<file path="config.mk">
export PLATFORM = sky130hd
export DESIGN_NAME = mecanum_odometry_integrator_top_flat
export DESIGN_NICKNAME = d
export VERILOG_FILES = /design/src/rtl/moi_pkg.sv /design/src/rtl/moi_channels.sv /design/src/rtl/moi_cordic.sv /design/src/rtl/moi_mulacc.sv /design/src/rtl/mecanum_odometry_integrator_top.sv /design/src/flat_wrapper.sv
export SDC_FILE = /design/constraint.sdc
export NUM_CORES = 2
export LEC_CHECK = 0
export ABC_AREA = 1
export BUFFER_PORTS_ARGS = -buffer_cell sky130_fd_sc_hd__buf_2
export CAP_MARGIN = 20
export CORE_MARGIN = 2
export CORE_UTILIZATION = 58
export DETAILED_ROUTE_END_ITERATION = 8
export GPL_TIMING_DRIVEN = 1
export HOLD_SLACK_MARGIN = 0.15
export PLACE_DENSITY = 0.78
export SLEW_MARGIN = 30
export SYNTH_ARGS = -nofsm -noshare
export SYNTH_HDL_FRONTEND = slang
export SYNTH_HIERARCHICAL = 1
export SYNTH_SLANG_ARGS = --single-unit
</file>
<file path="constraint.sdc">
create_clock -name clock -period 11.1 [get_ports clock]
set_input_delay 1.11 -clock clock [delete_from_list [all_inputs] [get_ports clock]]
set_output_delay 1.11 -clock clock [all_outputs]
set_load 0.05 [all_outputs]
</file>
<file path="src/rtl/moi_pkg.sv">
// Shared constants, control types and the arctangent table for the odometry integrator.
package moi_pkg;

   localparam int HEAD_BITS    = 16;
   localparam int IV_BITS      = 16;
   localparam int ANGLE_BITS   = 32;
   localparam int CORDIC_STEPS = 30;
   localparam int STEP_BITS    = $clog2(CORDIC_STEPS);

   localparam logic signed [31:0]        CORDIC_GAIN    = 32'sd652032874;
   localparam logic [IV_BITS-1:0]        INTERVAL_RESET = 16'd10000;

   typedef struct packed {
      logic issue;
      logic first;
      logic sub;
   } moi_mul_ctl_type;

   function automatic logic [ANGLE_BITS-1:0] atan_step(input logic [STEP_BITS-1:0] idx);
      logic [ANGLE_BITS-1:0] val;
      case (idx)
         5'd0:    val = 32'd536870912;
         5'd1:    val = 32'd316933406;
         5'd2:    val = 32'd167458907;
         5'd3:    val = 32'd85004756;
         5'd4:    val = 32'd42667331;
         5'd5:    val = 32'd21354465;
         5'd6:    val = 32'd10679838;
         5'd7:    val = 32'd5340245;
         5'd8:    val = 32'd2670163;
         5'd9:    val = 32'd1335087;
         5'd10:   val = 32'd667544;
         5'd11:   val = 32'd333772;
         5'd12:   val = 32'd166886;
         5'd13:   val = 32'd83443;
         5'd14:   val = 32'd41722;
         5'd15:   val = 32'd20861;
         5'd16:   val = 32'd10430;
         5'd17:   val = 32'd5215;
         5'd18:   val = 32'd2608;
         5'd19:   val = 32'd1304;
         5'd20:   val = 32'd652;
         5'd21:   val = 32'd326;
         5'd22:   val = 32'd163;
         5'd23:   val = 32'd81;
         5'd24:   val = 32'd41;
         5'd25:   val = 32'd20;
         5'd26:   val = 32'd10;
         5'd27:   val = 32'd5;
         5'd28:   val = 32'd3;
         5'd29:   val = 32'd1;
         default: val = '0;
      endcase
      return val;
   endfunction

endpackage

</file>
<file path="src/rtl/moi_channels.sv">
// Valid/ready channel interfaces for requests, responses and the interval register.
interface moi_req_if #(parameter int SPEED_BITS = 16);
   import moi_pkg::*;
   logic                         valid;
   logic                         ready;
   logic                         kind;
   logic signed [SPEED_BITS-1:0] speed_front_left;
   logic signed [SPEED_BITS-1:0] speed_front_right;
   logic signed [SPEED_BITS-1:0] speed_rear_right;
   logic signed [SPEED_BITS-1:0] speed_rear_left;
   logic [HEAD_BITS-1:0]         heading;

   modport source (output valid, kind, speed_front_left, speed_front_right,
                   speed_rear_right, speed_rear_left, heading, input ready);
   modport sink   (input valid, kind, speed_front_left, speed_front_right,
                   speed_rear_right, speed_rear_left, heading, output ready);
endinterface

interface moi_rsp_if #(parameter int SPEED_BITS = 16, parameter int POS_BITS = 56);
   import moi_pkg::*;
   logic                           valid;
   logic                           ready;
   logic signed [POS_BITS-1:0]     pos_x;
   logic signed [POS_BITS-1:0]     pos_y;
   logic signed [SPEED_BITS+1:0]   vel_x;
   logic signed [SPEED_BITS+1:0]   vel_y;
   logic signed [SPEED_BITS+1:0]   rot_w;
   logic [HEAD_BITS-1:0]           heading_out;

   modport source (output valid, pos_x, pos_y, vel_x, vel_y, rot_w, heading_out,
                   input ready);
   modport sink   (input valid, pos_x, pos_y, vel_x, vel_y, rot_w, heading_out,
                   output ready);
endinterface

interface moi_csr_if;
   import moi_pkg::*;
   logic               valid;
   logic               ready;
   logic [IV_BITS-1:0] interval_us;

   modport source (output valid, interval_us, input ready);
   modport sink   (input valid, interval_us, output ready);
endinterface

</file>
<file path="src/rtl/moi_cordic.sv">
// Iterative rotation-mode CORDIC producing clamped cosine and sine of a heading.
module moi_cordic #(
   parameter int TRIG_BITS = 16
) (
   input  logic                              clock,
   input  logic                              reset,
   input  logic                              start,
   input  logic [moi_pkg::HEAD_BITS-1:0]     heading,
   output logic                              done,
   output logic signed [TRIG_BITS-1:0]       cos_q,
   output logic signed [TRIG_BITS-1:0]       sin_q
);
   import moi_pkg::*;

   localparam int XW = 34;
   localparam int ZW = ANGLE_BITS + 1;
   localparam int RS = 31 - TRIG_BITS;
   localparam logic signed [XW-1:0] RND  = XW'(1) << (RS - 1);
   localparam logic signed [XW-1:0] TMAX = (XW'(1) << (TRIG_BITS - 1)) - XW'(1);
   localparam logic signed [XW-1:0] TMIN = -TMAX - XW'(1);

   typedef enum logic [2:0] {
      C_IDLE  = 3'b001,
      C_ITER  = 3'b010,
      C_ROUND = 3'b100
   } moi_cordic_state_type;

   moi_cordic_state_type       state_ff, state_in;
   logic [STEP_BITS-1:0]       iter_ff, iter_in;
   logic signed [XW-1:0]       x_ff, x_in, y_ff, y_in;
   logic signed [ZW-1:0]       z_ff, z_in;
   logic                       flip_ff, flip_in;
   logic                       done_ff, done_in;
   logic signed [TRIG_BITS-1:0] cos_ff, cos_in, sin_ff, sin_in;

   logic signed [XW-1:0]         xs, ys, rx, ry;
   logic signed [ZW-1:0]         ang;
   logic signed [ANGLE_BITS-1:0] z0;

   assign xs  = x_ff >>> iter_ff;
   assign ys  = y_ff >>> iter_ff;
   assign ang = signed'({1'b0, atan_step(iter_ff)});
   assign z0  = {heading[HEAD_BITS-2], heading[HEAD_BITS-2:0],
                 {(ANGLE_BITS-HEAD_BITS){1'b0}}};

   always_comb begin
      rx = (x_ff + RND) >>> RS;
      ry = (y_ff + RND) >>> RS;
      if (flip_ff) begin
         rx = -rx;
         ry = -ry;
      end
   end

   always_comb begin
      state_in = state_ff;
      iter_in  = iter_ff;
      x_in     = x_ff;
      y_in     = y_ff;
      z_in     = z_ff;
      flip_in  = flip_ff;
      done_in  = 1'b0;
      cos_in   = cos_ff;
      sin_in   = sin_ff;
      unique case (state_ff)
         C_IDLE: begin
            if (start) begin
               x_in     = XW'(CORDIC_GAIN);
               y_in     = '0;
               z_in     = ZW'(z0);
               flip_in  = heading[HEAD_BITS-1] ^ heading[HEAD_BITS-2];
               iter_in  = '0;
               state_in = C_ITER;
            end
         end
         C_ITER: begin
            if (!z_ff[ZW-1]) begin
               x_in = x_ff - ys;
               y_in = y_ff + xs;
               z_in = z_ff - ang;
            end else begin
               x_in = x_ff + ys;
               y_in = y_ff - xs;
               z_in = z_ff + ang;
            end
            if (iter_ff == STEP_BITS'(CORDIC_STEPS - 1)) begin
               state_in = C_ROUND;
            end else begin
               iter_in = iter_ff + 1'b1;
            end
         end
         C_ROUND: begin
            cos_in   = (rx > TMAX) ? TMAX[TRIG_BITS-1:0] :
                       (rx < TMIN) ? TMIN[TRIG_BITS-1:0] : rx[TRIG_BITS-1:0];
            sin_in   = (ry > TMAX) ? TMAX[TRIG_BITS-1:0] :
                       (ry < TMIN) ? TMIN[TRIG_BITS-1:0] : ry[TRIG_BITS-1:0];
            done_in  = 1'b1;
            state_in = C_IDLE;
         end
         default: state_in = C_IDLE;
      endcase
   end

   always_ff @(posedge clock) begin
      if (reset) begin
         state_ff <= C_IDLE;
         done_ff  <= 1'b0;
      end else begin
         state_ff <= state_in;
         done_ff  <= done_in;
      end
   end

   always_ff @(posedge clock) begin
      iter_ff <= iter_in;
      x_ff    <= x_in;
      y_ff    <= y_in;
      z_ff    <= z_in;
      flip_ff <= flip_in;
      cos_ff  <= cos_in;
      sin_ff  <= sin_in;
   end

   assign done  = done_ff;
   assign cos_q = cos_ff;
   assign sin_q = sin_ff;

endmodule

</file>
<file path="src/rtl/moi_mulacc.sv">
// Shared signed multiplier with a registered product and a clear/add/subtract accumulator.
module moi_mulacc #(
   parameter int A_BITS = 20,
   parameter int B_BITS = 17
) (
   input  logic                             clock,
   input  logic                             reset,
   input  moi_pkg::moi_mul_ctl_type         ctl,
   input  logic signed [A_BITS-1:0]         a,
   input  logic signed [B_BITS-1:0]         b,
   output logic signed [A_BITS+B_BITS-1:0]  acc
);
   import moi_pkg::*;

   localparam int PW = A_BITS + B_BITS;

   logic signed [PW-1:0] prod_ff, prod_in;
   logic signed [PW-1:0] acc_ff, acc_in;
   moi_mul_ctl_type      ctl_d_ff;
   logic signed [PW-1:0] base;

   assign prod_in = ctl.issue ? a * b : prod_ff;

   always_comb begin
      base   = ctl_d_ff.first ? '0 : acc_ff;
      acc_in = acc_ff;
      if (ctl_d_ff.issue) begin
         acc_in = ctl_d_ff.sub ? base - prod_ff : base + prod_ff;
      end
   end

   always_ff @(posedge clock) begin
      if (reset) begin
         ctl_d_ff <= '0;
      end else begin
         ctl_d_ff <= ctl;
      end
   end

   always_ff @(posedge clock) begin
      prod_ff <= prod_in;
      acc_ff  <= acc_in;
   end

   assign acc = acc_ff;

endmodule

</file>
<file path="src/rtl/mecanum_odometry_integrator_top.sv">
// Top level of the mecanum odometry integrator: sequencer, state and response register.
//
//   channel  dir  payload                                          transfer
//   req_ch   in   kind, four wheel speeds, heading                 valid & ready
//   rsp_ch   out  pos_x, pos_y, vel_x, vel_y, rot_w, heading_out   valid & ready
//   csr_ch   in   interval_us                                      valid & ready
//
// An update passes through the iterative CORDIC unit, the shared multiplier schedule
// and the finish steps before the next request can be taken. A reset item goes
// straight to the finish step. req_ch.ready is high only while the sequencer idles.
// A response waits in its own register; a full register stalls only the finish step.
// Synchronous reset clears position, velocities, heading and sets interval_us to 10000.
module mecanum_odometry_integrator_top #(
   parameter int SPEED_BITS = 16,
   parameter int POS_BITS   = 56,
   parameter int TRIG_BITS  = 16
) (
   input  logic         clock,
   input  logic         reset,
   moi_req_if.sink      req_ch,
   moi_rsp_if.source    rsp_ch,
   moi_csr_if.sink      csr_ch
);
   import moi_pkg::*;

   localparam int VB = SPEED_BITS + 2;
   localparam int MA = VB + 2;
   localparam int MB = (TRIG_BITS > IV_BITS + 1) ? TRIG_BITS : IV_BITS + 1;
   localparam int PW = MA + MB;
   localparam int SW = ((POS_BITS > PW) ? POS_BITS : PW) + 1;

   localparam logic signed [PW-1:0] RX_RND = PW'(1) << (TRIG_BITS - 2);
   localparam logic signed [SW-1:0] PMAX   = (SW'(1) << (POS_BITS - 1)) - SW'(1);
   localparam logic signed [SW-1:0] PMIN   = -PMAX - SW'(1);

   localparam logic [2:0] ST_VXC = 3'd0;
   localparam logic [2:0] ST_VYS = 3'd1;
   localparam logic [2:0] ST_VYC = 3'd2;
   localparam logic [2:0] ST_VXS = 3'd3;
   localparam logic [2:0] ST_RXI = 3'd4;
   localparam logic [2:0] ST_RYH = 3'd5;
   localparam logic [2:0] ST_RYI = 3'd6;
   localparam logic [2:0] ST_END = 3'd7;

   typedef enum logic [4:0] {
      S_IDLE = 5'b00001,
      S_TRIG = 5'b00010,
      S_MUL  = 5'b00100,
      S_ACCY = 5'b01000,
      S_DONE = 5'b10000
   } moi_state_type;

   moi_state_type            state_ff, state_in;
   logic [2:0]               step_ff, step_in;
   logic [IV_BITS-1:0]       interval_ff, interval_in;
   logic signed [POS_BITS-1:0] world_x_ff, world_x_in, world_y_ff, world_y_in;
   logic signed [VB-1:0]     body_vx_ff, body_vx_in, body_vy_ff, body_vy_in;
   logic signed [VB-1:0]     body_w_ff, body_w_in;
   logic [HEAD_BITS-1:0]     heading_ff, heading_in;
   logic signed [MA-1:0]     rx_ff, rx_in, ry_ff, ry_in;
   logic                     rsp_valid_ff, rsp_valid_in;
   logic signed [POS_BITS-1:0] rsp_pos_x_ff, rsp_pos_x_in, rsp_pos_y_ff, rsp_pos_y_in;
   logic signed [VB-1:0]     rsp_vel_x_ff, rsp_vel_x_in, rsp_vel_y_ff, rsp_vel_y_in;
   logic signed [VB-1:0]     rsp_rot_w_ff, rsp_rot_w_in;
   logic [HEAD_BITS-1:0]     rsp_heading_ff, rsp_heading_in;

   logic                     req_fire;
   logic                     rsp_load;
   logic                     cordic_start;
   logic                     cordic_done;
   logic signed [TRIG_BITS-1:0] cos_q, sin_q;
   moi_mul_ctl_type          mul_ctl;
   logic signed [MA-1:0]     mul_a;
   logic signed [MB-1:0]     mul_b;
   logic signed [MB-1:0]     iv_op;
   logic signed [PW-1:0]     acc;
   logic signed [PW-1:0]     rsum;
   logic signed [SW-1:0]     sat_sum;
   logic signed [POS_BITS-1:0] sat_base, sat_out;
   logic signed [VB-1:0]     s1, s2, s3, s4;

   assign req_ch.ready = (state_ff == S_IDLE);
   assign req_fire     = req_ch.valid && req_ch.ready;
   assign csr_ch.ready = 1'b1;
   assign rsp_load     = (state_ff == S_DONE) && (!rsp_valid_ff || rsp_ch.ready);
   assign cordic_start = req_fire && !req_ch.kind;

   assign s1 = VB'(req_ch.speed_front_left);
   assign s2 = VB'(req_ch.speed_front_right);
   assign s3 = VB'(req_ch.speed_rear_right);
   assign s4 = VB'(req_ch.speed_rear_left);

   moi_cordic #(
      .TRIG_BITS (TRIG_BITS)
   ) u_cordic (
      .clock   (clock),
      .reset   (reset),
      .start   (cordic_start),
      .heading (req_ch.heading),
      .done    (cordic_done),
      .cos_q   (cos_q),
      .sin_q   (sin_q)
   );

   moi_mulacc #(
      .A_BITS (MA),
      .B_BITS (MB)
   ) u_mulacc (
      .clock (clock),
      .reset (reset),
      .ctl   (mul_ctl),
      .a     (mul_a),
      .b     (mul_b),
      .acc   (acc)
   );

   assign iv_op = MB'(signed'({1'b0, interval_ff}));

   always_comb begin
      mul_ctl = '0;
      mul_a   = '0;
      mul_b   = '0;
      if (state_ff == S_MUL) begin
         unique case (step_ff)
            ST_VXC: begin
               mul_ctl = '{issue: 1'b1, first: 1'b1, sub: 1'b0};
               mul_a   = MA'(body_vx_ff);
               mul_b   = MB'(cos_q);
            end
            ST_VYS: begin
               mul_ctl = '{issue: 1'b1, first: 1'b0, sub: 1'b0};
               mul_a   = MA'(body_vy_ff);
               mul_b   = MB'(sin_q);
            end
            ST_VYC: begin
               mul_ctl = '{issue: 1'b1, first: 1'b1, sub: 1'b0};
               mul_a   = MA'(body_vy_ff);
               mul_b   = MB'(cos_q);
            end
            ST_VXS: begin
               mul_ctl = '{issue: 1'b1, first: 1'b0, sub: 1'b1};
               mul_a   = MA'(body_vx_ff);
               mul_b   = MB'(sin_q);
            end
            ST_RXI: begin
               mul_ctl = '{issue: 1'b1, first: 1'b1, sub: 1'b0};
               mul_a   = rx_ff;
               mul_b   = iv_op;
            end
            ST_RYI: begin
               mul_ctl = '{issue: 1'b1, first: 1'b1, sub: 1'b0};
               mul_a   = ry_ff;
               mul_b   = iv_op;
            end
            default: mul_ctl = '0;
         endcase
      end
   end

   assign rsum     = (acc + RX_RND) >>> (TRIG_BITS - 1);
   assign sat_base = (state_ff == S_ACCY) ? world_y_ff : world_x_ff;
   assign sat_sum  = SW'(sat_base) + SW'(acc);
   assign sat_out  = (sat_sum > PMAX) ? PMAX[POS_BITS-1:0] :
                     (sat_sum < PMIN) ? PMIN[POS_BITS-1:0] : sat_sum[POS_BITS-1:0];

   always_comb begin
      state_in       = state_ff;
      step_in        = step_ff;
      interval_in    = interval_ff;
      world_x_in     = world_x_ff;
      world_y_in     = world_y_ff;
      body_vx_in     = body_vx_ff;
      body_vy_in     = body_vy_ff;
      body_w_in      = body_w_ff;
      heading_in     = heading_ff;
      rx_in          = rx_ff;
      ry_in          = ry_ff;
      rsp_valid_in   = rsp_valid_ff && !rsp_ch.ready;
      rsp_pos_x_in   = rsp_pos_x_ff;
      rsp_pos_y_in   = rsp_pos_y_ff;
      rsp_vel_x_in   = rsp_vel_x_ff;
      rsp_vel_y_in   = rsp_vel_y_ff;
      rsp_rot_w_in   = rsp_rot_w_ff;
      rsp_heading_in = rsp_heading_ff;

      if (csr_ch.valid && csr_ch.ready) begin
         interval_in = csr_ch.interval_us;
      end

      unique case (state_ff)
         S_IDLE: begin
            if (req_fire) begin
               if (req_ch.kind) begin
                  world_x_in = '0;
                  world_y_in = '0;
                  body_vx_in = '0;
                  body_vy_in = '0;
                  body_w_in  = '0;
                  heading_in = '0;
                  state_in   = S_DONE;
               end else begin
                  body_vy_in = s1 + s2 + s3 + s4;
                  body_vx_in = s1 - s2 + s3 - s4;
                  body_w_in  = s1 - s2 - s3 + s4;
                  heading_in = req_ch.heading;
                  state_in   = S_TRIG;
               end
            end
         end
         S_TRIG: begin
            if (cordic_done) begin
               step_in  = ST_VXC;
               state_in = S_MUL;
            end
         end
         S_MUL: begin
            step_in = step_ff + 1'b1;
            if (step_ff == ST_VXS) begin
               rx_in = rsum[MA-1:0];
            end
            if (step_ff == ST_RYH) begin
               ry_in = rsum[MA-1:0];
            end
            if (step_ff == ST_RYI) begin
               world_x_in = sat_out;
            end
            if (step_ff == ST_END) begin
               state_in = S_ACCY;
            end
         end
         S_ACCY: begin
            world_y_in = sat_out;
            state_in   = S_DONE;
         end
         S_DONE: begin
            if (rsp_load) begin
               rsp_valid_in   = 1'b1;
               rsp_pos_x_in   = world_x_ff;
               rsp_pos_y_in   = world_y_ff;
               rsp_vel_x_in   = body_vx_ff;
               rsp_vel_y_in   = body_vy_ff;
               rsp_rot_w_in   = body_w_ff;
               rsp_heading_in = heading_ff;
               state_in       = S_IDLE;
            end
         end
         default: state_in = S_IDLE;
      endcase
   end

   always_ff @(posedge clock) begin
      if (reset) begin
         state_ff     <= S_IDLE;
         step_ff      <= ST_VXC;
         interval_ff  <= INTERVAL_RESET;
         world_x_ff   <= '0;
         world_y_ff   <= '0;
         body_vx_ff   <= '0;
         body_vy_ff   <= '0;
         body_w_ff    <= '0;
         heading_ff   <= '0;
         rsp_valid_ff <= 1'b0;
      end else begin
         state_ff     <= state_in;
         step_ff      <= step_in;
         interval_ff  <= interval_in;
         world_x_ff   <= world_x_in;
         world_y_ff   <= world_y_in;
         body_vx_ff   <= body_vx_in;
         body_vy_ff   <= body_vy_in;
         body_w_ff    <= body_w_in;
         heading_ff   <= heading_in;
         rsp_valid_ff <= rsp_valid_in;
      end
   end

   always_ff @(posedge clock) begin
      rx_ff          <= rx_in;
      ry_ff          <= ry_in;
      rsp_pos_x_ff   <= rsp_pos_x_in;
      rsp_pos_y_ff   <= rsp_pos_y_in;
      rsp_vel_x_ff   <= rsp_vel_x_in;
      rsp_vel_y_ff   <= rsp_vel_y_in;
      rsp_rot_w_ff   <= rsp_rot_w_in;
      rsp_heading_ff <= rsp_heading_in;
   end

   assign rsp_ch.valid       = rsp_valid_ff;
   assign rsp_ch.pos_x       = rsp_pos_x_ff;
   assign rsp_ch.pos_y       = rsp_pos_y_ff;
   assign rsp_ch.vel_x       = rsp_vel_x_ff;
   assign rsp_ch.vel_y       = rsp_vel_y_ff;
   assign rsp_ch.rot_w       = rsp_rot_w_ff;
   assign rsp_ch.heading_out = rsp_heading_ff;

   a_busy_after_accept: assert property (@(posedge clock) disable iff (reset)
      req_fire |=> !req_ch.ready)
      else $error("request taken while an item is in flight");

   a_clear_item: assert property (@(posedge clock) disable iff (reset)
      req_fire && req_ch.kind |=> (world_x_ff == '0) && (world_y_ff == '0) &&
                                  (body_vx_ff == '0) && (heading_ff == '0))
      else $error("reset item left state behind");

   a_mul_in_schedule: assert property (@(posedge clock) disable iff (reset)
      mul_ctl.issue |-> (state_ff == S_MUL))
      else $error("multiplier issued outside its schedule");

   a_cordic_owner: assert property (@(posedge clock) disable iff (reset)
      cordic_done |-> (state_ff == S_TRIG))
      else $error("trig result arrived with no one waiting");

   a_rsp_load: assert property (@(posedge clock) disable iff (reset)
      rsp_load |=> rsp_ch.valid && (state_ff == S_IDLE))
      else $error("finished item did not reach the response register");

endmodule
</file>
<file path="src/flat_wrapper.sv">
// flat-port wrapper written by rule: the top's interface ports become plain ports
module mecanum_odometry_integrator_top_flat import moi_pkg::*;
#(
   parameter int SPEED_BITS = 16,
   parameter int POS_BITS   = 56,
   parameter int TRIG_BITS  = 16
)
  (clock, reset, req_ch_valid, req_ch_kind, req_ch_speed_front_left, req_ch_speed_front_right, req_ch_speed_rear_right, req_ch_speed_rear_left, req_ch_heading, req_ch_ready, rsp_ch_valid, rsp_ch_pos_x, rsp_ch_pos_y, rsp_ch_vel_x, rsp_ch_vel_y, rsp_ch_rot_w, rsp_ch_heading_out, rsp_ch_ready, csr_ch_valid, csr_ch_interval_us, csr_ch_ready);
  moi_req_if #(.SPEED_BITS(SPEED_BITS)) req_ch_i ();
  moi_rsp_if #(.SPEED_BITS(SPEED_BITS), .POS_BITS(POS_BITS)) rsp_ch_i ();
  moi_csr_if csr_ch_i ();
  input  logic clock;
  input  logic reset;
  input wire logic [$bits(req_ch_i.valid)-1:0] req_ch_valid;
  input wire logic [$bits(req_ch_i.kind)-1:0] req_ch_kind;
  input wire logic [$bits(req_ch_i.speed_front_left)-1:0] req_ch_speed_front_left;
  input wire logic [$bits(req_ch_i.speed_front_right)-1:0] req_ch_speed_front_right;
  input wire logic [$bits(req_ch_i.speed_rear_right)-1:0] req_ch_speed_rear_right;
  input wire logic [$bits(req_ch_i.speed_rear_left)-1:0] req_ch_speed_rear_left;
  input wire logic [$bits(req_ch_i.heading)-1:0] req_ch_heading;
  output wire logic [$bits(req_ch_i.ready)-1:0] req_ch_ready;
  output wire logic [$bits(rsp_ch_i.valid)-1:0] rsp_ch_valid;
  output wire logic [$bits(rsp_ch_i.pos_x)-1:0] rsp_ch_pos_x;
  output wire logic [$bits(rsp_ch_i.pos_y)-1:0] rsp_ch_pos_y;
  output wire logic [$bits(rsp_ch_i.vel_x)-1:0] rsp_ch_vel_x;
  output wire logic [$bits(rsp_ch_i.vel_y)-1:0] rsp_ch_vel_y;
  output wire logic [$bits(rsp_ch_i.rot_w)-1:0] rsp_ch_rot_w;
  output wire logic [$bits(rsp_ch_i.heading_out)-1:0] rsp_ch_heading_out;
  input wire logic [$bits(rsp_ch_i.ready)-1:0] rsp_ch_ready;
  input wire logic [$bits(csr_ch_i.valid)-1:0] csr_ch_valid;
  input wire logic [$bits(csr_ch_i.interval_us)-1:0] csr_ch_interval_us;
  output wire logic [$bits(csr_ch_i.ready)-1:0] csr_ch_ready;
  assign req_ch_i.valid = req_ch_valid;
  assign req_ch_i.kind = req_ch_kind;
  assign req_ch_i.speed_front_left = req_ch_speed_front_left;
  assign req_ch_i.speed_front_right = req_ch_speed_front_right;
  assign req_ch_i.speed_rear_right = req_ch_speed_rear_right;
  assign req_ch_i.speed_rear_left = req_ch_speed_rear_left;
  assign req_ch_i.heading = req_ch_heading;
  assign req_ch_ready = req_ch_i.ready;
  assign rsp_ch_valid = rsp_ch_i.valid;
  assign rsp_ch_pos_x = rsp_ch_i.pos_x;
  assign rsp_ch_pos_y = rsp_ch_i.pos_y;
  assign rsp_ch_vel_x = rsp_ch_i.vel_x;
  assign rsp_ch_vel_y = rsp_ch_i.vel_y;
  assign rsp_ch_rot_w = rsp_ch_i.rot_w;
  assign rsp_ch_heading_out = rsp_ch_i.heading_out;
  assign rsp_ch_i.ready = rsp_ch_ready;
  assign csr_ch_i.valid = csr_ch_valid;
  assign csr_ch_i.interval_us = csr_ch_interval_us;
  assign csr_ch_ready = csr_ch_i.ready;
  mecanum_odometry_integrator_top #(.SPEED_BITS(SPEED_BITS), .POS_BITS(POS_BITS), .TRIG_BITS(TRIG_BITS)) u_core (.clock(clock), .reset(reset), .req_ch(req_ch_i), .rsp_ch(rsp_ch_i), .csr_ch(csr_ch_i));
endmodule
</file>
==> results_dict.tcl <==
set metrics [dict create \
    status "finished clean" \
    routed_wirelength_um 217000 \
    worst_r2r_startpoint "u_core/step_ff[0]" \
    numClockSinks 679 \
    worst_pin_slew_ns 1.04 \
    place_area_um2 68700 \
    cpPeakStageDelay_ns 0.97 \
    synth-seq-area-share_pct 27.1 \
    p_leak_nw 36.2 \
    gp_congestion 1.03 \
    yosys.cell_types.count 73 \
    slew_viol_final 0 \
    max_clock_freq_ghz 0.113 \
    drt_iter0_drc 6845 \
    arrival_ns 9.28 \
    synth-edff-count 435 \
    hold_viol 0 \
    synth_ff_type "edfxtp_1" \
    ant_nets 0 \
    postLayoutCellArea_um2 71400 \
    layout.nets 10392 \
    crit_required_ns 11.51 \
    drive_above_1_share_pct 6.99 \
    slew_headroom_pct 30.8 \
    p_per_area_nw_per_um2 117 \
    clockRootBuffer "clkbuf_16" \
    multi_input_comb_area_um2 41300 \
    hp-class "register to register" \
    final-setup-viol-count 0 \
    seq_area_um2 17900 \
    final.period_utilization_pct 80.0 \
    syn-cell-area_um2 66200 \
    die_area_um2 117000 \
    switching_share_pct 37.5 \
    final_common_cell "nand2_1" \
    initial_core_util_pct 58.6 \
    port_buffers 285 \
    post_drt_wl_per_cell_um 19.6 \
    met3_usage_pct 6.18 \
    cp_slowest_cell "fa_1" \
    use_met1_pct 48.7 \
    synth_area_leader_cell "edfxtp_1" \
    die_h_um 342 \
    grt_setup_unrepaired "false" \
    p_int_mw 5.20 \
    postCtsHoldBufs 0 \
    setup_tns_ns 0 \
    mostFrequentLayoutCells "2881 x nand2_1, 1472 x inv_1, 759 x nand3_1" \
    rows 123 \
    die_w_um 342 \
    start_kind "register" \
    syn_inst 9391 \
    synthTopCellsByArea "edfxtp_1 20%, nand2_1 16%, fa_1 13%" \
    p_comb_share_pct 32.1 \
    skew_ns 0.0249 \
    core_area_um2 113000 \
    antenna_found_initial 9 \
    dp_hpwl_um 171000 \
    cts_buffer_depth 3 \
    postCtsSetupRepairBufs 0 \
    synth_nets 10287 \
    grt_usage_pct 36.6 \
    cp-end-kind "register" \
    syn2layout_area_growth_pct 7.81 \
    synth_seq_cells 679 \
    htreeDepth 3 \
    grtUsageMet2_pct 59.8 \
    cp-startpoint "u_core/step_ff[0]" \
    async_flop_share_pct 0 \
    grt_pass1_wl_um 335000 \
    grt.busiest_layer "met2" \
    avgSynthCellArea_um2 7.05 \
    ys_warn_count 6 \
    peakVddDrop_v 0.000139 \
    maxCapViolations 0 \
    cts_tree "done" \
    drc 0 \
    post_cts_resized 0 \
    io_pins 287 \
    hp-start "u_core/body_w_ff[10]" \
    via_per_inst 5.72 \
    dr_total_vias 63275 \
    grt_start_max_net_pins 160 \
    synth_top_area_share_pct 19.7 \
    worstSetupPathType "register to register" \
    cts_buffers 77 \
    firstDrtPassIters 6 \
    p_sw_mw 3.13 \
    clkTransAtPathRegs_ns 0.07 \
    p_clk_share_pct 32.4 \
    fin_crit_ns 8.88 \
    grt_overflow 0 \
    seqPwrFrac_pct 35.5 \
    grt_pass1_vias 60436 \
    worstSkewPairLatency_ns 0.66 \
    cp_max_fo 41 \
    fill_cells 10431 \
    fin_util_pct 63.2 \
]
-- through the flow --
stage | hold slack [ns] | setup WS, ns | std cells | power (mW)
global placement | 0.411 | 2.48 | 10915 | 5.55
floorplan | 0.409 | 0.395 | 9391 | 4.87
CTS | 0.431 | 2.21 | 11060 | 8.31
finish | 0.431 | 2.22 | 11069 | 8.33
global route | 0.439 | 1.48 | 11061 | 8.75
detailed placement | 0.416 | 2.24 | 10916 | 5.60
-- flip-flops by register name (all words and copies together), names as in the netlist, 30 cells and up --
register	flops
u_core/u_cordic/ang	30
u_core/rsp_ch.pos_y	56
u_core/u_mulacc/prod_ff	37
u_core/u_cordic/x_ff	34
u_core/rsp_ch.pos_x	56
u_core/world_y_ff	56
u_core/world_x_ff	56
u_core/u_cordic/z_ff	33
u_core/u_cordic/y_ff	34
u_core/u_mulacc/acc	37
-- cells by family (layout without fill, tap and decap cells) --
| logic type | Yosys count | in the layout | synth area share, % |
|---|---|---|---|
| AO/OA/AOI/OAI | 1128 | 1128 | 9.36 |
| buffers and inverters | 1829 | 1999 | 10.6 |
| flip-flops | 679 | 679 | 27.1 |
| other | 1 | 9 | 0.00566 |
| adder cells (fa/ha/maj) | 794 | 794 | 19.7 |
| AND/OR/NAND/NOR | 4692 | 4692 | 29.7 |
| XOR/XNOR | 268 | 268 | 3.58 |
-- Yosys cell counts, types with 6 or more instances --
library cell  number
a31oi_1           39
ha_1             380
a21o_1            25
buf_6             13
o22ai_1            7
o21bai_1          30
inv_1           1475
nand2_1         2882
clkinv_1          11
buf_4              7
nor3_1            71
nor3_2             9
dfxtp_1          244
nand3_1          759
nor2_2            28
edfxtp_1         435
nor4_1            15
a21boi_0           6
o2111ai_1          7
o31ai_1           11
nor2_4            10
o21ai_1           31
o21ai_0          274
o21a_1            33
a21oi_1          610
buf_1             22
nand3b_1          25
inv_2             40
a211oi_1           7
buf_2             31
xor2_1           197
nand4_1           97
o21ai_2           10
nor2_1           683
fa_1             414
xnor2_1           68
nand2_2           23
or2_2             43
clkbuf_1         228
o211ai_1          10
nand3_2           17
-- worst paths after layout --
| path | end | slack (ns) | cells after the start |
|---|---|---|---|
| worst min register to register | u_core/rsp_ch.rot_w[10] | 0.43 | 0 |
| worst min-delay path | u_core/rsp_ch.rot_w[10] | 0.43 | 0 |
| worst max register to register | u_core/u_mulacc/prod_ff[36] | 2.22 | 27 |
| worst max-delay path | u_core/u_mulacc/prod_ff[36] | 2.22 | 27 |
-- routing by layer --
metal  share of wire [%]  vias up
met4                 4.0        8
met2                  46     2883
met1                  41    29856
met5               0.024        -
met3                 9.0      477
li1                    -    30051
-- final cells by class --
| type | count | share of cell area, % |
|---|---|---|
| Multi-Input combinational cell | 6883 | 57.9 |
| Sequential cell | 679 | 25.1 |
| Inverter | 1526 | 8.03 |
| Clock buffer | 100 | 3.11 |
| Tap cell | 1500 | 2.63 |
| Timing Repair Buffer | 329 | 2.54 |
| Clock inverter | 44 | 0.662 |
| Antenna cell | 8 | 0.0280 |
-- critical path, delay by kind of cell (launching register included) --
kind	cells	cell delay, ns
compound gates	6	1.16
fa+ha+maj	8	4.82
buf+inv	8	1.57
flops	1	0.35
simple gates	5	0.67
-- power by group through the flow --
stage	registers [mW]	logic, mW	clock network [mW]
after global routing	2.96	2.96	2.82
after floorplan	3.04	1.84	0
after global placement	3.00	2.55	0
after CTS	2.95	2.62	2.74
final	2.96	2.67	2.70
after detailed placement	3.01	2.60	0
Power figures use the tool's default switching activity.
